<file path="src/rtl/adrm_pkg.sv">
// ----------------------------------------------------------------------------
// adrm_pkg
// Shared types, constants and the name pattern compare for the advertising
// report matcher.
// ----------------------------------------------------------------------------
package adrm_pkg;

  localparam int NAME_BUFFER_BYTES_DEF = 32;
  localparam int WIN_DEPTH = 6;
  localparam int PAT_COUNT = 8;
  localparam int PAT_MAX = 7;

  // Parse phases
  localparam logic [1:0] PH_LEN     = 2'd0;
  localparam logic [1:0] PH_TYPE    = 2'd1;
  localparam logic [1:0] PH_PAYLOAD = 2'd2;
  localparam logic [1:0] PH_STOP    = 2'd3;

  // Structure types
  localparam logic [7:0] AD_UUID16_PART  = 8'h02;
  localparam logic [7:0] AD_UUID16_FULL  = 8'h03;
  localparam logic [7:0] AD_NAME_SHORT   = 8'h08;
  localparam logic [7:0] AD_NAME_FULL    = 8'h09;

  // Service UUIDs of interest
  localparam logic [15:0] UUID_A = 16'hFFE0;
  localparam logic [15:0] UUID_B = 16'hFFF0;
  localparam logic [15:0] UUID_C = 16'h18F0;

  typedef logic [WIN_DEPTH-1:0][7:0] win_t;

  typedef struct packed {
    logic clear;
    logic shift;
  } cell_ctrl_t;

  localparam logic [7:0] PAT_TEXT [PAT_COUNT][PAT_MAX] = '{
    '{"O", "B", "D", "I", "I", 8'h00, 8'h00},
    '{"O", "B", "D", "2", 8'h00, 8'h00, 8'h00},
    '{"V", "L", "I", "N", "K", 8'h00, 8'h00},
    '{"V", "G", "A", "T", "E", 8'h00, 8'h00},
    '{"V", "E", "E", "P", "E", "A", "K"},
    '{"I", "C", "A", "R", 8'h00, 8'h00, 8'h00},
    '{"E", "L", "M", 8'h00, 8'h00, 8'h00, 8'h00},
    '{"B", "T", "O", "B", "D", 8'h00, 8'h00}
  };
  localparam int PAT_LEN [PAT_COUNT] = '{5, 4, 5, 5, 7, 4, 3, 5};

  function automatic logic [7:0] to_upper(input logic [7:0] b);
    logic [7:0] c;
    c = b;
    if (b >= 8'h61 && b <= 8'h7A) begin
      c = b - 8'h20;
    end
    return c;
  endfunction

  // True when c, preceded by the window (newest first), completes a pattern.
  function automatic logic name_hit(input logic [7:0] c, input win_t w);
    logic hit;
    logic ok;
    hit = 1'b0;
    for (int p = 0; p < PAT_COUNT; p++) begin
      ok = (PAT_TEXT[p][PAT_LEN[p]-1] == c);
      for (int j = 0; j < WIN_DEPTH; j++) begin
        if (j + 2 <= PAT_LEN[p]) begin
          if (PAT_TEXT[p][PAT_LEN[p]-2-j] != w[j]) begin
            ok = 1'b0;
          end
        end
      end
      hit = hit | ok;
    end
    return hit;
  endfunction

endpackage

</file>
<file path="src/rtl/adrm_char_cell.sv">
// ----------------------------------------------------------------------------
// adrm_char_cell
// One cell of the name character window: holds one uppercased byte and takes
// its neighbour's byte on every shift.
// ----------------------------------------------------------------------------
module adrm_char_cell (
  input  logic                clk,
  input  logic                rst_n,
  input  adrm_pkg::cell_ctrl_t ctrl,
  input  logic [7:0]          d_in,
  output logic [7:0]          q
);

  logic [7:0] q_r;
  logic [7:0] q_nxt;

  always_comb begin
    q_nxt = q_r;
    if (ctrl.clear) begin
      q_nxt = 8'h00;
    end else if (ctrl.shift) begin
      q_nxt = d_in;
    end
  end

  always_ff @(posedge clk) begin
    if (!rst_n) begin
      q_r <= 8'h00;
    end else begin
      q_r <= q_nxt;
    end
  end

  assign q = q_r;

endmodule

</file>
<file path="src/rtl/ble_adv_report_matcher_top.sv">
// ----------------------------------------------------------------------------
// ble_adv_report_matcher_top
// Walks the length/type/payload structures of an advertising report, one
// byte per request, and flags reports that name a known adapter or list one
// of its service UUIDs.
// ----------------------------------------------------------------------------
// Throughput: one report byte per cycle, but a final byte waits while a flag
// is held at the output; the parser and the six-cell character chain update in the cycle a byte is accepted.
// The flag is valid in the cycle after the last byte is accepted.
// A non-final byte is taken even while a flag waits at the output.
// Reset (rst_n low, synchronous) returns the parser to the length byte and
// clears the character chain and the output.
module ble_adv_report_matcher_top #(
  parameter int NAME_BUFFER_BYTES = adrm_pkg::NAME_BUFFER_BYTES_DEF
) (
  input  logic       clk,
  input  logic       rst_n,
  input  logic       in_valid,
  output logic       in_ready,
  input  logic [7:0] in_adv_byte,
  input  logic       in_last_byte,
  output logic       out_valid,
  input  logic       out_ready,
  output logic       out_looks_like_adapter
);

  localparam logic [8:0] NAME_LIMIT = 9'(NAME_BUFFER_BYTES);

  logic [1:0] phase_r, phase_nxt;
  logic [7:0] bytes_left_r, bytes_left_nxt;
  logic [7:0] kind_r, kind_nxt;
  logic [7:0] count_r, count_nxt;
  logic [7:0] uuid_low_r, uuid_low_nxt;
  logic       name_ended_r, name_ended_nxt;
  logic       pending_r, pending_nxt;
  logic       report_hit_r, report_hit_nxt;
  logic       out_valid_r, out_valid_nxt;
  logic       out_flag_r, out_flag_nxt;

  logic                 accept;
  logic [7:0]           upper_c;
  logic                 is_name;
  logic                 is_uuid;
  logic                 name_room;
  logic                 done;
  logic                 report_flag;
  logic [7:0]           left_dec;
  adrm_pkg::cell_ctrl_t cell_ctrl;
  adrm_pkg::win_t       win;

  // A final byte must wait for the output register; others need not.
  assign in_ready = !out_valid_r || out_ready || !in_last_byte;
  assign accept   = in_valid && in_ready;

  assign upper_c   = adrm_pkg::to_upper(in_adv_byte);
  assign is_name   = (kind_r == adrm_pkg::AD_NAME_SHORT) ||
                     (kind_r == adrm_pkg::AD_NAME_FULL);
  assign is_uuid   = (kind_r == adrm_pkg::AD_UUID16_PART) ||
                     (kind_r == adrm_pkg::AD_UUID16_FULL);
  assign name_room = ({1'b0, count_r} + 9'd1) < NAME_LIMIT;
  assign left_dec  = bytes_left_r - 8'd1;

  always_comb begin
    phase_nxt      = phase_r;
    bytes_left_nxt = bytes_left_r;
    kind_nxt       = kind_r;
    count_nxt      = count_r;
    uuid_low_nxt   = uuid_low_r;
    name_ended_nxt = name_ended_r;
    pending_nxt    = pending_r;
    report_hit_nxt = report_hit_r;
    cell_ctrl      = '{clear: 1'b0, shift: 1'b0};
    done           = 1'b0;
    report_flag    = report_hit_r;

    if (accept) begin
      unique case (phase_r)
        adrm_pkg::PH_LEN: begin
          if (in_adv_byte == 8'h00) begin
            phase_nxt = adrm_pkg::PH_STOP;
          end else begin
            bytes_left_nxt = in_adv_byte;
            phase_nxt      = adrm_pkg::PH_TYPE;
          end
        end
        adrm_pkg::PH_TYPE: begin
          kind_nxt        = in_adv_byte;
          count_nxt       = 8'h00;
          uuid_low_nxt    = 8'h00;
          name_ended_nxt  = 1'b0;
          pending_nxt     = 1'b0;
          cell_ctrl.clear = 1'b1;
          bytes_left_nxt  = left_dec;
          if (left_dec == 8'h00) begin
            done = 1'b1;
          end else begin
            phase_nxt = adrm_pkg::PH_PAYLOAD;
          end
        end
        adrm_pkg::PH_PAYLOAD: begin
          if (is_name) begin
            if (!name_ended_r && name_room) begin
              if (in_adv_byte == 8'h00) begin
                name_ended_nxt = 1'b1;
              end else begin
                cell_ctrl.shift = 1'b1;
                if (adrm_pkg::name_hit(upper_c, win)) begin
                  pending_nxt = 1'b1;
                end
              end
            end
          end else if (is_uuid) begin
            if (!count_r[0]) begin
              uuid_low_nxt = in_adv_byte;
            end else if ({in_adv_byte, uuid_low_r} == adrm_pkg::UUID_A ||
                         {in_adv_byte, uuid_low_r} == adrm_pkg::UUID_B ||
                         {in_adv_byte, uuid_low_r} == adrm_pkg::UUID_C) begin
              pending_nxt = 1'b1;
            end
          end
          count_nxt      = count_r + 8'd1;
          bytes_left_nxt = left_dec;
          if (left_dec == 8'h00) begin
            done = 1'b1;
          end
        end
        adrm_pkg::PH_STOP: begin
        end
        default: begin
        end
      endcase

      if (done) begin
        report_hit_nxt = report_hit_r | pending_nxt;
        pending_nxt    = 1'b0;
        phase_nxt      = adrm_pkg::PH_LEN;
      end

      // The flag includes a structure that closes on this very byte.
      report_flag = report_hit_nxt;

      // End of report: the parser state and the character chain return to their reset values.
      if (in_last_byte) begin
        phase_nxt       = adrm_pkg::PH_LEN;
        bytes_left_nxt  = 8'h00;
        kind_nxt        = 8'h00;
        count_nxt       = 8'h00;
        uuid_low_nxt    = 8'h00;
        name_ended_nxt  = 1'b0;
        pending_nxt     = 1'b0;
        report_hit_nxt  = 1'b0;
        cell_ctrl.clear = 1'b1;
      end
    end
  end

  always_comb begin
    out_valid_nxt = out_valid_r;
    out_flag_nxt  = out_flag_r;
    if (accept && in_last_byte) begin
      out_valid_nxt = 1'b1;
      out_flag_nxt  = report_flag;
    end else if (out_ready) begin
      out_valid_nxt = 1'b0;
    end
  end

  // Character window: a chain of cells, newest byte in cell 0.
  for (genvar i = 0; i < adrm_pkg::WIN_DEPTH; i++) begin : g_cell
    logic [7:0] d_in;
    if (i == 0) begin : g_head
      assign d_in = upper_c;
    end else begin : g_link
      assign d_in = win[i-1];
    end
    adrm_char_cell u_cell (
      .clk   (clk),
      .rst_n (rst_n),
      .ctrl  (cell_ctrl),
      .d_in  (d_in),
      .q     (win[i])
    );
  end

  always_ff @(posedge clk) begin
    if (!rst_n) begin
      phase_r      <= adrm_pkg::PH_LEN;
      bytes_left_r <= 8'h00;
      kind_r       <= 8'h00;
      count_r      <= 8'h00;
      uuid_low_r   <= 8'h00;
      name_ended_r <= 1'b0;
      pending_r    <= 1'b0;
      report_hit_r <= 1'b0;
      out_valid_r  <= 1'b0;
      out_flag_r   <= 1'b0;
    end else begin
      phase_r      <= phase_nxt;
      bytes_left_r <= bytes_left_nxt;
      kind_r       <= kind_nxt;
      count_r      <= count_nxt;
      uuid_low_r   <= uuid_low_nxt;
      name_ended_r <= name_ended_nxt;
      pending_r    <= pending_nxt;
      report_hit_r <= report_hit_nxt;
      out_valid_r  <= out_valid_nxt;
      out_flag_r   <= out_flag_nxt;
    end
  end

  assign out_valid              = out_valid_r;
  assign out_looks_like_adapter = out_flag_r;

  // A final byte always leaves a flag at the output in the next cycle.
  a_flag_follows_last: assert property (@(posedge clk) disable iff (!rst_n)
    (accept && in_last_byte) |=> out_valid_r)
    else $error("no flag after the last byte of a report");

  // The end of a report returns the parser to the length byte.
  a_parser_restarts: assert property (@(posedge clk) disable iff (!rst_n)
    (accept && in_last_byte) |=> (phase_r == adrm_pkg::PH_LEN && !report_hit_r &&
                                  win == '0))
    else $error("parser state not cleared at the end of a report");

  // Once stopped by a zero length, only the report end restarts parsing.
  a_stop_holds: assert property (@(posedge clk) disable iff (!rst_n)
    (phase_r == adrm_pkg::PH_STOP && !(accept && in_last_byte))
      |=> (phase_r == adrm_pkg::PH_STOP))
    else $error("parser left the stopped phase inside a report");

  // A match in progress belongs to a structure whose payload is being read.
  a_pending_in_payload: assert property (@(posedge clk) disable iff (!rst_n)
    pending_r |-> (phase_r == adrm_pkg::PH_PAYLOAD))
    else $error("pending match outside a structure payload");

endmodule
</file>
<file path="config.mk">
export PLATFORM = sky130hd
export DESIGN_NAME = ble_adv_report_matcher_top
export DESIGN_NICKNAME = d
export VERILOG_FILES = /design/src/rtl/adrm_pkg.sv /design/src/rtl/adrm_char_cell.sv /design/src/rtl/ble_adv_report_matcher_top.sv
export SDC_FILE = /design/constraint.sdc
export NUM_CORES = 1
export LEC_CHECK = 0
export BUFFER_PORTS_ARGS = -buffer_cell sky130_fd_sc_hd__buf_4
export CAP_MARGIN = 20
export CORE_MARGIN = 4
export CORE_UTILIZATION = 51
export CTS_CLUSTER_DIAMETER = 30
export DETAILED_ROUTE_END_ITERATION = 6
export PLACE_DENSITY = 0.8
export SYNTH_ARGS = -nofsm -noshare
export SYNTH_HDL_FRONTEND = slang
export SYNTH_SLANG_ARGS = --single-unit
</file>
<file path="constraint.sdc">
create_clock -name clk -period 2.4 [get_ports clk]
set_input_delay 0.36 -clock clk [delete_from_list [all_inputs] [get_ports clk]]
set_output_delay 0.36 -clock clk [all_outputs]
set_load 0.01 [all_outputs]
</file>
[Word-level counts from Yosys, hierarchy flattened]
Cells that the tools add are included.
Storage, ports and cells
  output and inout port bits: 3
  input bits: 13
  register bits after elaboration: 87
Operators by class
  reductions and logical operators: 29
  muxes and demuxes: 119
  order comparisons: 3
  equality and inequality tests: 51
  bitwise gates (word level): 9
  add/subtract/negate cells: 4
Operator list (count)
  $ne 7x8->1 const A: 27
  $mux 1: 98
  $mux 8: 10
  $eq 7x8->1 const A: 6
  $pmux 8 s2: 3
  $eq 16x16->1 const B: 2
  $ne 3x3->1 const B: 7
  $eq 16x13->1 const B: 1
  $eq 8x2->1 const B: 2
  $eq 8x4->1 const B: 2
  $logic_not 8->1: 2
  $mux 2: 5
  $reduce_and 5->1: 2
  $add 8x1->9 const B: 1
  $lt 9x6->1 const B: 1
  $add 8x1->8 const B: 1
  $eq 6x8->1 const A: 1
  $ge 8x7->1 const B: 1
  $le 8x7->1 const B: 1
  $or 1x1->1: 8
  $sub 8x1->8 const B: 1
  $sub 8x6->8 const B: 1
  $logic_or 1x1->1: 6
  $reduce_and 3->1: 2
  other kinds (14): 24

[Logic depth before layout (Yosys ltp)]
  depth after elaboration: 29
  depth in mapped cells: 10
  gate-level depth less buffers: 9

[By module]
A second synthesis with hierarchy kept.
Unflattened totals
  cell total of the unflattened synthesis: 525
  area total of the unflattened synthesis: 4570.6 um^2
Modules (own cells, without submodules)
  ble_adv_report_matcher_top: times used 1, cells each 363, area an instance 2813.9 um^2
  adrm_char_cell: times used 6, cells each 27, area an instance 292.8 um^2

[Worst setup path before layout]
No wires, ideal clock.
  path kind: register to register
  from: register count_r[0]
  to: register g_cell[2].u_cell.q_r[2]
  slack: -0.047 ns
  path buffers: 2
  setup time: 0.128 ns
  arrival time: 2.319 ns
  required time: 2.272 ns
  cell stages (with the launch flop): 10
  cells stage by stage: dfxtp_1 > ha_1 > or4b_4 > a2111oi_4 > and2b_1 > and3_1 > buf_6 > buf_12 > mux2i_1 > nor2_1
On the way
  longest elaborated chain between the ends: 7
RTL lines
  start: declaration: RTL line ble_adv_report_matcher_top.sv:32  | logic [7:0] count_r, count_nxt;
  start signal: assignment: RTL line ble_adv_report_matcher_top.sv:201  | count_r <= count_nxt;
  $add 8x1->9: RTL line ble_adv_report_matcher_top.sv:60  | assign name_room = ({1'b0, count_r} + 9'd1) < NAME_LIMIT;
  $lt 9x6->1: RTL line ble_adv_report_matcher_top.sv:60
  $logic_and 1x1->1: RTL line ble_adv_report_matcher_top.sv:102  | if (!name_ended_r && name_room) begin
  $mux 1: RTL line ble_adv_report_matcher_top.sv:102
  $mux 1: RTL line ble_adv_report_matcher_top.sv:101  | if (is_name) begin
  $mux 1: RTL line ble_adv_report_matcher_top.sv:77  | unique case (phase_r)
  $mux 2: RTL line ble_adv_report_matcher_top.sv:76  | if (accept) begin
  end signal: assignment: RTL line adrm_char_cell.sv:30  | q_r <= q_nxt;
  end: declaration: RTL line adrm_char_cell.sv:14  | logic [7:0] q_r;
No other way between the ends.
A chain may end at the register's enable or synchronous reset.

[Worst setup path in the final report]
  from: register count_r[1]
  to: register g_cell[1].u_cell.q_r[5]
On the way
  longest elaborated chain between the ends: 7
RTL lines (RTL line)
  $add 8x1->9: ble_adv_report_matcher_top.sv:60
  $lt 9x6->1: ble_adv_report_matcher_top.sv:60
  $logic_and 1x1->1: ble_adv_report_matcher_top.sv:102
  $mux 1: ble_adv_report_matcher_top.sv:102
  $mux 1: ble_adv_report_matcher_top.sv:101
  $mux 1: ble_adv_report_matcher_top.sv:77
  $mux 2: ble_adv_report_matcher_top.sv:76
  end signal: assignment: adrm_char_cell.sv:30
  end: declaration: adrm_char_cell.sv:14
No other way between the ends.

==> summary.md <==
| Metric | Value |
|---|---|
| Status | finished with violations |
| Failing checks | negative setup slack |
| Peak VDD IR | 0.4392 mV |
| Static leakage | 1.729 nW |
| Worst Skew | 0.01204 ns |
| Buffers & Inverters on Critical Path | 2 |
| Crit Path Max Fanout | 7 |
| Syn_area_per_cell | 8.694 µm² |
| Number of fill cells in the layout | 649 |
| Count leader, synth | dfxtp_1 |
| I/O pin count | 16 |
| Die Wd | 100.8 µm |
| Top cells by area, synth | dfxtp_1 39%, mux2i_1 10%, nor2_1 7.3% |
| Global route overflow | 0 |
| Final number of hold-violating endpoints | 0 |
| Final TNS setup | -5.640 ns |
| CTS tree | yes |
| Number of global-route vias before repair | 3723 |
| Root Driver | clkbuf_8 |
| WL/cell | 16.61 µm |
| Final Cycle Share | 106.9% |
| Hold Path Depth | 3 |
| Total Wirelength | 10830 µm |
| Yosys top cell by area | dfxtp_1 |
| Port buffer count | 15 |
| R2R setup slack | -0.17 ns |
| Sequential share of the synthesized area | 39.21% |
| Critical path type | flop to flop |
| Antenna cells | 0 |
| Final setup fails | 48 |
| Vias/cell | 6.000 |
| EDFF count, synth | 0 |
| Reg clk slew, reported paths | 0.09 ns |
| Mapped Area | 4390 µm² |
| CTS Buf Count | 9 |
| Die Area | 10160 µm² |
| First-pass GRT wire length | 17680 µm |
| First drt pass iteration count | 5 |
| CTS max path bufs | 2 |
| Post-synth ARST share | 0% |
| Pwr Density | 540.2 nW/µm² |
| CP arrival | 2.81 ns |
| Switching share of power | 28.91% |
| Worst min path class | primary input to flop |
| Post-route cell area | 5109 µm² |
| Layout cells sized above 1 | 17.00% |
| GPL Wtd Cong | 0.8865 |
| Logic pwr share | 11.6% |
| Net switching power | 0.0007979 W |
| Clock sink total | 86 |
| Vias post-DR | 3912 |
| Die Ht | 100.8 µm |
| Dpl hpwl | 7205 µm |
| Top cell by count, worst path | buf_12 |
| Slew @ Worst Pin | 0.5979 ns |
| Worst slack, placed | -0.1437 ns |
| Worst EP required | 2.65 ns |
| Crit-path max cell delay | 0.53 ns |
| CTS Hold Bufs | 0 |
| Achievable frequency | 0.3898 GHz |
| Placed Area | 4654 µm² |
| Crit path cell chain | ha_4, or4b_4, a2111oi_4, and2b_1, and3_4, buf_12, buf_12, mux2i_4, nor2_1 |
| Slowest-stage cell, CP | or4b_4 |
| Synth top area share | 39.21% |
| Core Util, Final | 61.56% |
| Clock power share | 35.6% |
| Levels on crit path | 9 |
| Reg2Reg Depth | 9 |
| GRT Overall Usage | 21.64% |
| Starting density of the core | 52.90% |
| Core area | 8299 µm² |
| Netlist cell types | 60 |
| RSZ-0062 raised after global routing | yes |
| Relative slew slack | 59.99% |
| Final antenna-violating net count | 0 |
| H-tree depth | 3 |
| CP top delay family | simple AND/OR/NAND/NOR gates |
| Int Pwr | 0.001962 W |
| Ys Warns | 0 |
| Slew Viols, Final | 0 |
| Seq cells post-synth | 86 |
| DRT iter0 DRCs | 355 |
| Seq pwr share | 52.7% |
| Most frequent cells after synthesis | 86 x dfxtp_1, 85 x nor2_1, 46 x mux2i_1 |
| Nets | 562 |
| Worst setup margin | -0.1654 ns |
| DRC viols | 0 |
| Worst setup SP type | flop |
| Max-Cap Viols | 0 |
| Post-layout min period | 2.565 ns |
| Syn nets | 525 |
| CP endpoint kind | flop |
| Largest net degree at the start of global routing | 49 |
| Rows | 33 |
| Top_reg_cell synth | dfxtp_1 |
| Syn Inst Count | 505 |
| Layout area overhead | 16.36% |
| Skew-Pair Late Insertion Delay | 0.37 ns |
| Antenna violations before repair | 0 |
layout make-up:
cell class / count / area [µm²] / share of cell area, %
Timing Repair Buffer: 55 / 525.5 / 10.29
Tap cell: 105 / 131.4 / 2.572
Clock inverter: 7 / 63.81 / 1.249
Sequential cell: 86 / 1727 / 33.80
Multi-Input combinational cell: 378 / 2492 / 48.79
Inverter: 12 / 45.04 / 0.8817
Clock buffer: 9 / 123.9 / 2.425
path summary, 6_finish.rpt:
kind,from,endpoint
setup / recovery,count_r[1],g_cell[1].u_cell.q[5]
hold / removal,out_ready,out_valid
setup reg to reg,count_r[1],g_cell[1].u_cell.q[5]
hold reg to reg,uuid_low_r[7],uuid_low_r[7]
power groups by stage:
stage	sequential, W	clock [W]	combinational [W]
detailed placement	0.00149	0	0.000308
global route	0.00146	0.00106	0.000354
finish	0.00145	0.000984	0.000321
floorplan	0.00149	0	0.000210
global placement	0.00149	0	0.000300
CTS	0.00146	0.000998	0.000317
cells in the final DEF, fill, tap and decap left out, types with 6 or more instances in the layout:
| master | netlist | routed |
|---|---|---|
| a21boi_0 | 9 | 9 |
| a21oi_1 | 15 | 15 |
| a22o_1 | 6 | 6 |
| a22oi_1 | 11 | 11 |
| a31oi_1 | 6 | 6 |
| buf_4 | 0 | 46 |
| clkbuf_8 | 0 | 9 |
| dfxtp_1 | 86 | 84 |
| ha_1 | 7 | 6 |
| inv_1 | 12 | 12 |
| mux2i_1 | 46 | 41 |
| nand2_1 | 29 | 29 |
| nand2b_1 | 6 | 6 |
| nand3_1 | 15 | 14 |
| nand4_1 | 13 | 13 |
| nor2_1 | 85 | 85 |
| nor2b_1 | 17 | 17 |
| nor3_1 | 14 | 14 |
| nor4_1 | 8 | 7 |
| nor4bb_1 | 6 | 6 |
| o21ai_0 | 17 | 13 |
per-layer routing:
layer  global-route usage, %  vias to the layer above  routed length [µm]
met3                   3.875                       32                 620
met5                       0                        -                   0
met4                   9.430                        0                 289
met1                   28.63                     1847                4789
li1                        -                     1883                   -
met2                   34.53                      150                5130
tightest hold or removal path, stage by stage:
cell      delay, ns
buf_4          0.08
nand2b_1       0.08
a21boi_0       0.07
what timing repair did:
item	4_1_cts	5_1_grt
gates cloned	2	2
gates resized for setup	11	13
pin swaps	0	4
setup endpoints to repair	50	49
hold endpoints to repair	0	0
setup buffers	6	5
logic make-up (layout without fill, tap and decap cells):
group / Yosys count / count (layout) / share of synthesized area [%]
flip-flops: 86 / 86 / 39.21
AND/OR/NAND/NOR: 230 / 230 / 27.16
AO/OA/AOI/OAI: 88 / 88 / 14.11
multiplexers: 46 / 46 / 10.49
XOR/XNOR: 7 / 7 / 1.396
buffers and inverters: 41 / 83 / 5.643
adder cells (fa/ha/maj): 7 / 7 / 1.995
state kept, by name (all words and copies together) (netlist names):
register	cells
g_cell.u_cell.q	48
bytes_left_r	8
count_r	8
uuid_low_r	8
kind_r	7
phase_r	2
name_ended_r	1
out_looks_like_adapter	1
out_valid	1
pending_r	1
report_hit_r	1
through the flow:
stage	power, W	cells	hold WS [ns]
final	0.002760	652	0.2616
after global routing	0.002874	652	0.2831
after CTS	0.002771	646	0.2555
after detailed placement	0.001797	622	0.4366
after global placement	0.001787	622	0.4294
after floorplan	0.001698	505	0.4158
(Power assumes the default switching activity.)
